**config.mk**
```make
export PLATFORM = sky130hd
export DESIGN_NAME = prgb_ram
export DESIGN_NICKNAME = d
export VERILOG_FILES = /design/src/hw/rtl/prgb_ram.sv
export SDC_FILE = /design/constraint.sdc
export NUM_CORES = 2
export LEC_CHECK = 0
export BUFFER_PORTS_ARGS = -buffer_cell sky130_fd_sc_hd__buf_4
export CAP_MARGIN = 5
export CORE_UTILIZATION = 25
export CTS_BUF_LIST = sky130_fd_sc_hd__clkbuf_4
export DETAILED_ROUTE_END_ITERATION = 8
export GPL_ROUTABILITY_DRIVEN = 0
export PLACE_DENSITY_LB_ADDON = 0.08
export SLEW_MARGIN = 5
export SYNTH_ARGS = -nofsm -noshare
export SYNTH_HDL_FRONTEND = slang
export SYNTH_SLANG_ARGS = --single-unit
export TNS_END_PERCENT = 100
```
**constraint.sdc**
```tcl
create_clock -name i_clk -period 3.77 [get_ports i_clk]
set_input_delay 1.131 -clock i_clk [delete_from_list [all_inputs] [get_ports i_clk]]
set_output_delay 1.131 -clock i_clk [all_outputs]
set_load 0.02 [all_outputs]
```
**src/hw/rtl/prgb_ram.sv**
```systemverilog
// generic simple dual-port ram, one write and one registered read per cycle
// no dependencies
module prgb_ram #(
    parameter int unsigned DEPTH = 256,
    parameter int unsigned WIDTH = 8
) (
    input  logic                     i_clk,
    input  logic                     i_we,
    input  logic [$clog2(DEPTH)-1:0] i_waddr,
    input  logic [WIDTH-1:0]         i_wdata,
    input  logic                     i_re,
    input  logic [$clog2(DEPTH)-1:0] i_raddr,
    output logic [WIDTH-1:0]         o_rdata
);

    logic [WIDTH-1:0] r_mem [DEPTH];

    always_ff @(posedge i_clk) begin
        if (i_we) begin
            r_mem[i_waddr] <= i_wdata;
        end
    end

    always_ff @(posedge i_clk) begin
        if (i_re) begin
            o_rdata <= r_mem[i_raddr];
        end
    end

endmodule

```
## Yosys cells after proc, flatten, opt, wreduce, memory -nomap -nowiden

Memories as Yosys holds them, arrays and structs flattened. A register that Yosys moved wholly into a read port is not among the register bits.
Cells that the tools add are included.

- Multiplexer cells: 2
- Multiply operators: 0
- Bitwise gates (word level): 0
- Eq/ne operators: 0
- Divide/modulo/power cells: 0
- Add/subtract/negate cells: 0
- Order comparisons: 0
- Reduce and logical (&&, ||, !) cells: 0
- Shift-type cells: 0

Operators with widths:

| cell | number |
|---|---|
| two-way mux 1 bit | 2 |

- Word-level logic and storage cells: 3
- Flip-flop bits (word level): 0
- Memories: 1
- Input bits: 27
- RAM bits: 2,048
- Memory bits (read-only): 0
- Bits in latches: 0
- Output and inout port bits: 8

Memories:

| memory | words | width | rd ports | clocked after memory_dff | write ports | line | source |
|---|---|---|---|---|---|---|---|
| r_mem | 256 | 8 | 1 | 1 | 1 | 16 | `logic [WIDTH-1:0] r_mem [DEPTH];` |

## Longest topological paths before layout

- Depth in word-level cells: 2
- Gate-level depth with buffers: 11
- Gate-level depth less buffers: 6

## Worst setup path after synthesis

Ideal clock, no wire load.

- Kind: input port to flip-flop
- From: input port i_raddr[0]
- To: register o_rdata[2] (read register of r_mem), data pin
- Required time: 3,501 ps
- Buffers on the path: 4
- Setup time: 269 ps
- Setup slack: 563 ps
- Cell stages on the path: 9
- Arrival time: 2,938 ps
- Path through: buf_6 buf_12 buf_8 buf_2 mux4_2 a22oi_1 a21oi_1 nor4_1 nor4_2

RTL lines:

| item | line | source |
|---|---|---|
| start: declaration | 12 | `input logic [$clog2(DEPTH)-1:0] i_raddr,` |
| end: declaration | 13 | `output logic [WIDTH-1:0] o_rdata` |

## Worst setup path in the final report

- From: register o_rdata[0] (read register of r_mem)
- To: output port o_rdata[0]

No word-level cell between the ends.

==> summary.txt <==
Synthesis
  – #FFs+latches synth: 2,056
  – Post-Synthesis Cell Area: 79,600 um^2
  – Ys async rst share: 0
  – Largest cells by area after synthesis: edfxtp_1 78%, mux4_2 13%, mux2i_1 1.7%
  – Library cells used by synthesis: 54
  – Post-synth EDFFs: 2,056
  – Post-Syn Nets: 3,760
  – Seq/Total Area, Yosys: 0.775
  – Post-Syn Instances: 3,733
  – Synth top area share: 0.775
  – Yosys warns: 0
  – Most used DFF post-synth: edfxtp_1
  – Synthesized area per cell: 21.3 um^2
  – Post-synth top area cell: edfxtp_1

Drt
  – WL final: 260,000 um
  – DRC viols: 0
  – Vias/cell: 4.49
  – Initial drt markers: 2,976
  – Detailed-route via count: 42,300
  – Post-DRT Antenna Nets: 0
  – Router iterations before antenna repair: 7
  – Wirelength per Cell: 27.6 um

Timing
  – Setup TNS: 0 ns
  – Highest clock rate: 292 MHz
  – Final Setup Violations: 0
  – RSZ-0062 raised after global routing: false
  – Fin crit period: 3.42 ns
  – Final Hold Viols: 0
  – Clk_skew: 0.132 ns
  – Slew Limit Fails: 0
  – Worst-Margin Slew: 1.35 ns
  – Final period util: 0.908
  – Rel. slew slack: 0.0921

Setup path
  – Largest stage delay on the critical path: 0.61 ns
  – CP arrival: 2.29 ns
  – Crit. End Element: output port
  – Reg2reg end: o_rdata[0]
  – Worst reg-to-reg setup slack: 0.69 ns
  – Reg2reg start: r_mem[0][0]
  – Cell Chain, Critical Path: buf_6
  – Setup CP Type: flip-flop to output port
  – Crit-path slowest cell: edfxtp_1
  – CP Buf/Inv Count: 1
  – CP endpoint: o_rdata[0]
  – Startpoint types: flip-flop
  – Worst endpoint required time: 2.64 ns
  – CP max FO: 1
  – Crit-path leading delay family: flip-flops
  – Setup crit start: o_rdata[0]
  – Levels on crit path: 1
  – R2r worst-path depth: 7

Power
  – Power per cell area: 504 nW/um^2
  – Reg power frac: 0.513
  – Peak VDD IR: 0.245 mV
  – Leakage: 31.8 nW
  – NetSw: 11.8 mW
  – Switching share of power: 0.239
  – Comb power frac: 0.058
  – Internal power: 37.5 mW
  – Share of total power in the clock network: 0.429

Clocking
  – CTS buffer count: 592
  – Worst-Skew Late Latency: 1.44 ns
  – CTS Buffer Depth: 4
  – CTS tree: done
  – Root Buffer: clkbuf_4
  – H-Tree Depth: 6
  – Reg clk slew, reported paths: 0.07 ns
  – Clock sinks: 2,056

Floorplanning
  – Die W: 566 um
  – Initial core utilization: 0.252
  – I/O pins: 35
  – Core Box Area: 316,000 um^2
  – Core Rows: 206
  – Die H: 566 um
  – Die area: 321,000 um^2

Global route
  – Number of global-route vias before repair: 45,400
  – GRT overflow: 0
  – First-pass GRT wire length: 363,000 um
  – GRT Util Overall: 0.160
  – Initial antenna violation count: 16
  – Largest net degree at the start of global routing: 100

Placed design
  – Post-DP Area: 90,100 um^2
  – HPWL after detailed placement: 169,000 um
  – PortBufs: 34

Flow run
  – Max_cap viols: 0

Run status
  – Status: completed

Layout
  – Final nets: 4,850
  – Area growth syn-to-layout: 22.7%
  – Layout cells sized above 1: 0.405
  – Filler instances: 31,000
  – Fin area: 97,700 um^2

Worst hold path
  – Hold crit path type: input port to flip-flop
[synth_stat cells, types with 27 or more instances]
| cell type | count |
|---|---|
| o22ai_1 | 28 |
| buf_2 | 31 |
| buf_4 | 27 |
| a21oi_1 | 96 |
| nand2_1 | 33 |
| edfxtp_1 | 2056 |
| nor2b_1 | 31 |
| clkbuf_1 | 111 |
| mux4_2 | 454 |
| o221ai_1 | 46 |
| mux2i_1 | 134 |
| a22oi_1 | 133 |
| nand3_1 | 34 |
| nor2_1 | 282 |
[placed cells by master, fill, tap and decap left out, types with 33 or more instances in the layout]
cell type	instances
mux4_2	454
edfxtp_1	2056
a22oi_1	133
nand2_1	33
buf_12	89
a21oi_1	96
nor2_1	279
clkinv_1	103
mux2i_1	134
buf_4	618
clkbuf_4	836
o221ai_1	46
[cell type report]
class | count | area (um^2) | share of cell area
inverters | 2 | 7.51 | 0.0000768
clock buffers | 836 | 6280 | 0.0642
multi-input cells | 1442 | 16600 | 0.169
diodes | 11 | 27.5 | 0.000282
clock inverters | 177 | 1230 | 0.0126
repair buffers | 729 | 6700 | 0.0685
well taps | 4160 | 5200 | 0.0533
flip-flops and latches | 2056 | 61700 | 0.632
[metal layers]
metal,GRT usage,up-vias,share of wire
met2,0.260,1126,0.48
met4,0.0459,4,0.022
met3,0.0251,399,0.041
li1,-,18300,-
met5,0,-,0.00012
met1,0.221,22400,0.46
[worst min path at each step]
stage / startpoint / end / slack (ns) / depth (start not counted)
after detailed placement: r_mem[118][7] / o_rdata[7] / 1.22 / 6
after floorplan: r_mem[40][3] / o_rdata[3] / 0.86 / 6
final: i_wdata[2] / r_mem[84][2] / 0.25 / 1
after CTS: i_wdata[0] / r_mem[67][0] / 0.005 / 1
after global placement: r_mem[119][7] / o_rdata[7] / 1.24 / 6
after global routing: i_wdata[2] / r_mem[84][2] / 0.13 / 1
[sequential cells by signal (all words and copies together) (netlist names)]
register  count
o_rdata       8
r_mem      2048
[timing repair]
action | in CTS | in global routing
hold buffers | 7 | 0
endpoints found under the hold margin | 242 | 0
setup endpoints to repair | 3 | 0
gates resized for setup | 3 | 0
setup buffers | 0 | 0
[stage by stage]
stage | std cells | power [mW] | utilization | setup slack [ns] | hold WS (ns)
final | 9413 | 49.3 | 0.309 | 0.345 | 0.249
after global routing | 9408 | 51.5 | 0.309 | 0.111 | 0.129
after CTS | 9402 | 50.3 | 0.309 | -0.0865 | 0.00490
after detailed placement | 8382 | 28.7 | 0.285 | -1.03 | 1.22
after global placement | 8380 | 28.7 | 0.285 | -1.35 | 1.24
after floorplan | 3733 | 26.9 | - | 0.563 | 0.864
[power groups by stage]
stage | sequential (mW) | clock [mW] | combinational (mW)
after floorplan | 25.7 | 0 | 1.22
after global placement | 25.7 | 0 | 2.97
after detailed placement | 25.7 | 0 | 2.97
after CTS | 25.3 | 22.1 | 2.98
after global routing | 25.2 | 23.2 | 3.07
final | 25.3 | 21.1 | 2.87
[logic make-up after synthesis]
logic type | synth area share
buf+inv | 0.0183
compound gates | 0.0342
simple gates | 0.0263
mux | 0.146
flops | 0.775
(Power assumes the default switching activity.)
