--- src/hw/rtl/prgb_pkg.sv ---
// types, register codes and constants of the packed rgb to gray argb block
// no dependencies; used by every module of the block but prgb_ram
package prgb_pkg;

    localparam int unsigned NUM_CH    = 3;
    localparam int unsigned CH_RED    = 0;
    localparam int unsigned CH_GREEN  = 1;
    localparam int unsigned CH_BLUE   = 2;
    localparam int unsigned LUT_DEPTH = 256;
    localparam int unsigned LUT_AW    = 8;
    localparam int unsigned CH_W      = 8;
    localparam int unsigned CFG_W     = 16;
    localparam int unsigned SUM_W     = 18;

    localparam logic [9:0]  WEIGHT_R    = 10'd299;
    localparam logic [9:0]  WEIGHT_G    = 10'd587;
    localparam logic [9:0]  WEIGHT_B    = 10'd114;
    // floor(x / 1000) = floor((x >> 3) / 125) = ((x >> 3) * RECIP_125) >> RECIP_SHIFT
    localparam logic [15:0] RECIP_125   = 16'd33555;
    localparam int unsigned RECIP_SHIFT = 22;
    localparam logic [7:0]  CHANNEL_TOP = 8'd255;
    localparam logic [7:0]  ALPHA_OPAQUE = 8'hFF;

    typedef enum logic [2:0] {
        REG_PIXEL_SIZE_MODE  = 3'd0,
        REG_RED_POSITION     = 3'd1,
        REG_GREEN_POSITION   = 3'd2,
        REG_BLUE_POSITION    = 3'd3,
        REG_RED_FULL_SCALE   = 3'd4,
        REG_GREEN_FULL_SCALE = 3'd5,
        REG_BLUE_FULL_SCALE  = 3'd6
    } t_reg_idx;

    typedef enum logic [1:0] {
        SIZE_8  = 2'd0,
        SIZE_16 = 2'd1,
        SIZE_32 = 2'd2
    } t_size_mode;

    typedef enum logic [1:0] {
        BLD_DIV,
        BLD_FILL,
        BLD_DONE
    } t_bld_state;

    typedef struct packed {
        logic [1:0]                  pixel_size_mode;
        logic [NUM_CH-1:0][4:0]      position;
        logic [NUM_CH-1:0][CFG_W-1:0] full_scale;
    } t_cfg;

    typedef struct packed {
        logic [31:0] pixel_word;
        logic        line_end;
        logic        frame_end;
    } t_pix_in;

    typedef struct packed {
        logic [31:0] gray_argb;
        logic        line_end_out;
        logic        frame_end_out;
    } t_gray_out;

    typedef struct packed {
        logic                        en;
        logic [LUT_AW-1:0]           addr;
        logic [NUM_CH-1:0][CH_W-1:0] data;
    } t_tbl_wr;

    localparam logic [1:0]       RST_SIZE_MODE  = 2'd2;
    localparam logic [4:0]       RST_RED_POS    = 5'd16;
    localparam logic [4:0]       RST_GREEN_POS  = 5'd8;
    localparam logic [4:0]       RST_BLUE_POS   = 5'd0;
    localparam logic [CFG_W-1:0] RST_FULL_SCALE = 16'd255;

endpackage

--- src/hw/rtl/prgb_cfg.sv ---
// configuration registers and table rebuild request
// depends on prgb_pkg
module prgb_cfg (
    input  logic                       i_clk,
    input  logic                       i_rst_n,
    input  logic                       i_cfg_we,
    input  logic [2:0]                 i_cfg_index,
    input  logic [prgb_pkg::CFG_W-1:0] i_cfg_wdata,
    output prgb_pkg::t_cfg             o_cfg,
    output logic                       o_rebuild
);

    prgb_pkg::t_cfg r_cfg;
    prgb_pkg::t_cfg n_cfg;

    always_comb begin
        n_cfg     = r_cfg;
        o_rebuild = 1'b0;
        if (i_cfg_we) begin
            case (prgb_pkg::t_reg_idx'(i_cfg_index))
                prgb_pkg::REG_PIXEL_SIZE_MODE: begin
                    n_cfg.pixel_size_mode = i_cfg_wdata[1:0];
                end
                prgb_pkg::REG_RED_POSITION: begin
                    n_cfg.position[prgb_pkg::CH_RED] = i_cfg_wdata[4:0];
                end
                prgb_pkg::REG_GREEN_POSITION: begin
                    n_cfg.position[prgb_pkg::CH_GREEN] = i_cfg_wdata[4:0];
                end
                prgb_pkg::REG_BLUE_POSITION: begin
                    n_cfg.position[prgb_pkg::CH_BLUE] = i_cfg_wdata[4:0];
                end
                prgb_pkg::REG_RED_FULL_SCALE: begin
                    n_cfg.full_scale[prgb_pkg::CH_RED] = i_cfg_wdata;
                    o_rebuild = 1'b1;
                end
                prgb_pkg::REG_GREEN_FULL_SCALE: begin
                    n_cfg.full_scale[prgb_pkg::CH_GREEN] = i_cfg_wdata;
                    o_rebuild = 1'b1;
                end
                prgb_pkg::REG_BLUE_FULL_SCALE: begin
                    n_cfg.full_scale[prgb_pkg::CH_BLUE] = i_cfg_wdata;
                    o_rebuild = 1'b1;
                end
                default: begin
                    n_cfg = r_cfg;
                end
            endcase
        end
    end

    always_ff @(posedge i_clk) begin
        if (!i_rst_n) begin
            r_cfg.pixel_size_mode                 <= prgb_pkg::RST_SIZE_MODE;
            r_cfg.position[prgb_pkg::CH_RED]      <= prgb_pkg::RST_RED_POS;
            r_cfg.position[prgb_pkg::CH_GREEN]    <= prgb_pkg::RST_GREEN_POS;
            r_cfg.position[prgb_pkg::CH_BLUE]     <= prgb_pkg::RST_BLUE_POS;
            r_cfg.full_scale[prgb_pkg::CH_RED]    <= prgb_pkg::RST_FULL_SCALE;
            r_cfg.full_scale[prgb_pkg::CH_GREEN]  <= prgb_pkg::RST_FULL_SCALE;
            r_cfg.full_scale[prgb_pkg::CH_BLUE]   <= prgb_pkg::RST_FULL_SCALE;
        end else begin
            r_cfg <= n_cfg;
        end
    end

    assign o_cfg = r_cfg;

endmodule

--- config.mk ---
export PLATFORM = sky130hd
export DESIGN_NAME = prgb_cfg
export DESIGN_NICKNAME = d
export VERILOG_FILES = /design/src/hw/rtl/prgb_pkg.sv /design/src/hw/rtl/prgb_cfg.sv
export SDC_FILE = /design/constraint.sdc
export NUM_CORES = 1
export LEC_CHECK = 0
export ABC_AREA = 1
export BUFFER_PORTS_ARGS = -buffer_cell sky130_fd_sc_hd__buf_2
export CAP_MARGIN = 25
export CORE_MARGIN = 3
export CORE_UTILIZATION = 50
export CTS_BUF_LIST = sky130_fd_sc_hd__clkbuf_4 sky130_fd_sc_hd__clkbuf_8
export DETAILED_ROUTE_END_ITERATION = 10
export GPL_ROUTABILITY_DRIVEN = 0
export GPL_TIMING_DRIVEN = 0
export PLACE_DENSITY = 0.8
export RECOVER_POWER = 100
export SLEW_MARGIN = 40
export SYNTH_ARGS = -nofsm -noshare
export SYNTH_HDL_FRONTEND = slang
export SYNTH_SLANG_ARGS = --single-unit
export TNS_END_PERCENT = 10
--- constraint.sdc ---
create_clock -name i_clk -period 0.8 [get_ports i_clk]
set_input_delay 0 -clock i_clk [delete_from_list [all_inputs] [get_ports i_clk]]
set_output_delay 0 -clock i_clk [all_outputs]
set_load 0.05 [all_outputs]
Word level (Yosys, flattened, before mapping)
Index checks and enable logic that the tools add are counted.

storage, ports and cells
  bits in registers = 65
  input port bits = 22
  output and inout port bits = 66

cells by class
  equality and inequality tests = 6
  mux-type cells = 2
  reductions and logical operators = 9

operators with widths
  cell                  count
  $reduce_and A2 Y1     7
  $eq A3 B3 Y1 const B  3
  $eq A3 B2 Y1 const B  2
  $eq A3 B1 Y1 const B  1
  $logic_not A3 Y1      1
  $reduce_or A3 Y1      1
  $mux W1               2

Longest topological paths before layout
  depth in word-level cells = 4
  gate-level depth with buffers = 6
  gate-level depth less buffers = 5

Worst setup path after synthesis
No wires, ideal clock.

  kind = register -> register
  start point = register, netlist name o_cfg[10]
  end point = register r_cfg (netlist bit o_cfg[10])
  setup time = 64 ps
  arrival time = 794 ps
  required time = 736 ps
  path slack = -58 ps
  cell stages (with the launch flop) = 3
  buffers on the path = 0
  path through = dfxtp_1 > nor2_1 > nor2_1

RTL lines
  what                    line            RTL
  end signal: assignment  prgb_cfg.sv:62  r_cfg <= n_cfg;
  end: declaration        prgb_cfg.sv:13  prgb_pkg::t_cfg r_cfg;

Worst setup path after layout
  start point = register r_cfg (netlist bit o_cfg[37])
  end point = output port o_cfg[37] (netlist bit)

RTL lines
  what              line           RTL
  end: declaration  prgb_cfg.sv:9  output prgb_pkg::t_cfg o_cfg,

No word-level cell between the ends.

==> flow_metrics.env <==
export IMPL_grt_pass1_vias=2610
export IMPL_diodes=0
export IMPL_overflow=0
export IMPL_synth_edf_count=0
export IMPL_wire_per_inst_um=15.6
export IMPL_largest_register_ffs=65
export IMPL_drv_cap=0
export IMPL_grt_max_degree=13
export IMPL_setup_viol=65
export IMPL_slew_viol_final=0
export IMPL_tightest_slew_ns=0.454
export IMPL_power_leakage_uw=0.00190
export IMPL_synth_common_cells="103 x nand2_1, 82 x nor2_1, 65 x dfxtp_1, 65 x nand3_1, 18 x inv_1"
export IMPL_drive_above_1_share_pct=41.0
export IMPL_clkTransAtPathRegs_ns=0.08
export IMPL_path_cells="buf_8"
export IMPL_worst_ep_arrival_time_ns=0.87
export IMPL_p_total_uw=7620
export IMPL_post_route_min_period_ns=0.869
export IMPL_numClockSinks=65
export IMPL_rows=25
export IMPL_num_vias=2787
export IMPL_synthDistinctLibCells=13
export IMPL_fin_area_um2=4070
export IMPL_start_util_pct=52.6
export IMPL_hold_slack_ns=-0.0115
export IMPL_cp_start_kind="flip-flop"
export IMPL_port_buffer_count=86
export IMPL_dp_cells=510
export IMPL_required_ns=0.80
export IMPL_fmax_mhz=1150
export IMPL_clockBufferDepth=2
export IMPL_chipWidth_um=77.2
export IMPL_yosysTopAreaCell="dfxtp_1"
export IMPL_io_pins=88
export IMPL_post_dp_hpwl_um=4880
export IMPL_cts_tree="yes"
export IMPL_synth_area_um2=2530
export IMPL_place_ws_ns=-0.221
export IMPL_synthCells=357
export IMPL_fin_nets=485
export IMPL_cts_max_level=3
export IMPL_drt_pass1_iter_count=5
export IMPL_drc=0
export IMPL_max_slew_margin_pct=69.7
export IMPL_wl_um=8340
export IMPL_syn_num_nets=379
export IMPL_violations="negative hold slack, negative setup slack"
export IMPL_syn_avg_cell_area_um2=7.10
export IMPL_die_area_um2=5960
export IMPL_ys_ff_latch=65
export IMPL_grtUsageTotal_pct=28.3
export IMPL_slowest_delay_ns=0.36
export IMPL_yosysSeqAreaShare_pct=51.3
export IMPL_postSynth_asyncResetShare_pct=0
export IMPL_ctsRootBufferMaster="clkbuf_8"
export IMPL_yosysMostFrequentCell="nand2_1"
export IMPL_end_kind="output pin"
export IMPL_hold_viol_final=2
export IMPL_cts_buffers=9
export IMPL_vias_per_cell=5.21
export IMPL_synth_top_cell_area_share_pct=51.3
export IMPL_ys_flop_type="dfxtp_1"
export IMPL_syn_to_final_growth_pct=60.6
export IMPL_path_max_fanout=2
export IMPL_clk_latency_ns=0.34
export IMPL_rsz0062_at_grt="true"
export IMPL_ir_drop_uv=1630
export IMPL_min_path_type="in2reg"
export IMPL_ys_warn_count=0
export IMPL_core_area_um2=4820
export IMPL_crit_slowest_cell="dfxtp_2"
export IMPL_cp_buffers_inverters=1
export IMPL_powerDensity_nw_per_um2=1870
export IMPL_clock_skew_ns=0
export IMPL_finalWorstSetupSlack_ns=-0.0689
export IMPL_die_y_um=77.2
export IMPL_yosys_top_cells_area="dfxtp_1 51%, nand2_1 15%, nand3_1 13%"
export IMPL_grt_pass1_wl_um=13000
export IMPL_ant_nets=0
export IMPL_critPathTopFamily="flip-flops"
export IMPL_finalCritPeriodShare_pct=109
export IMPL_drt_iter0_markers=263
export IMPL_place_area_um2=3060
export IMPL_fin_cells=535
export IMPL_crit_type="reg2out"
export IMPL_status="finished with violations"
export IMPL_antenna_found_initial=0
-- cells by family (layout without fill, tap and decap cells) --
family                 count (synthesis)  in the layout  synth area share, %
DFF                                   65             65                 51.3
buffers and inverters                 35            146                 6.12
and+or+nand+nor                      257            257                 42.5
-- power by group --
group	switching [uW]	leakage, uW	internal, uW	total, uW
clock network	1330	0.0000912	1430	2760
registers	108	0.000535	3370	3480
logic	876	0.00127	511	1390
total	2310	0.00190	5310	7620
-- stage by stage --
stage,hold WS (ns),utilization (%),TNS (ns)
2_1_floorplan,0.113,-,-2.88
3_3_place_gp,0.242,63.5,-10.39
3_5_place_dp,0.247,63.5,-11.89
4_1_cts,0.00985,81.9,-2.45
5_1_grt,0.0263,84.5,-4.77
6_report,-0.0115,84.5,-2.55
-- cell type report --
cell class,instances,area [um^2]
clock inverters,7,71.3
multi-input cells,257,1090
repair buffers,95,1150
well taps,67,83.8
flip-flops and latches,65,1390
plain buffers,16,87.6
inverters,19,73.8
clock buffers,9,124
fillers,275,747
-- repair_timing --
action | 4_1_cts | 5_1_grt
hold buffers | 10 | 0
gates resized for setup | 217 | 47
buffers inserted | 1 | 0
cloned | 0 | 0
endpoints found under the setup margin | 65 | 92
hold endpoints to repair | 30 | 0
-- metal layers --
layer,share of wire [%],vias to the layer above,global-route usage (%)
li1,-,1322,-
met1,39,1282,33.2
met2,52,163,49.0
met3,7.1,20,5.63
met4,2.5,0,13.3
met5,0,-,0
-- layout by cell type, fill, tap and decap left out, drive strengths merged --
cell and instances:
dlymetal6s4s 1, nand2 104, inv 19, dlygate4sd3 8, nand3 65, nor2 88, buf 88, dfxtp 65
bufinv 1, clkbuf 23, clkinv 3, clkinvlp 3
-- final timing paths --
check	startpoint	endpoint	slack, ns	cells past startpoint
worst min-delay path	i_rst_n	o_cfg[58]$_SDFFE_PN0P_	-0.01	3
worst max register to register	o_cfg[31]$_SDFFE_PN0P_	o_cfg[31]$_SDFFE_PN0P_	0.08	3
worst min register to register	o_cfg[21]$_SDFFE_PN1P_	o_cfg[21]$_SDFFE_PN1P_	0.48	2
worst max-delay path	o_cfg[37]$_SDFFE_PN1P_	o_cfg[37]	-0.07	1
No activity file was read; power rests on OpenSTA's default activity.
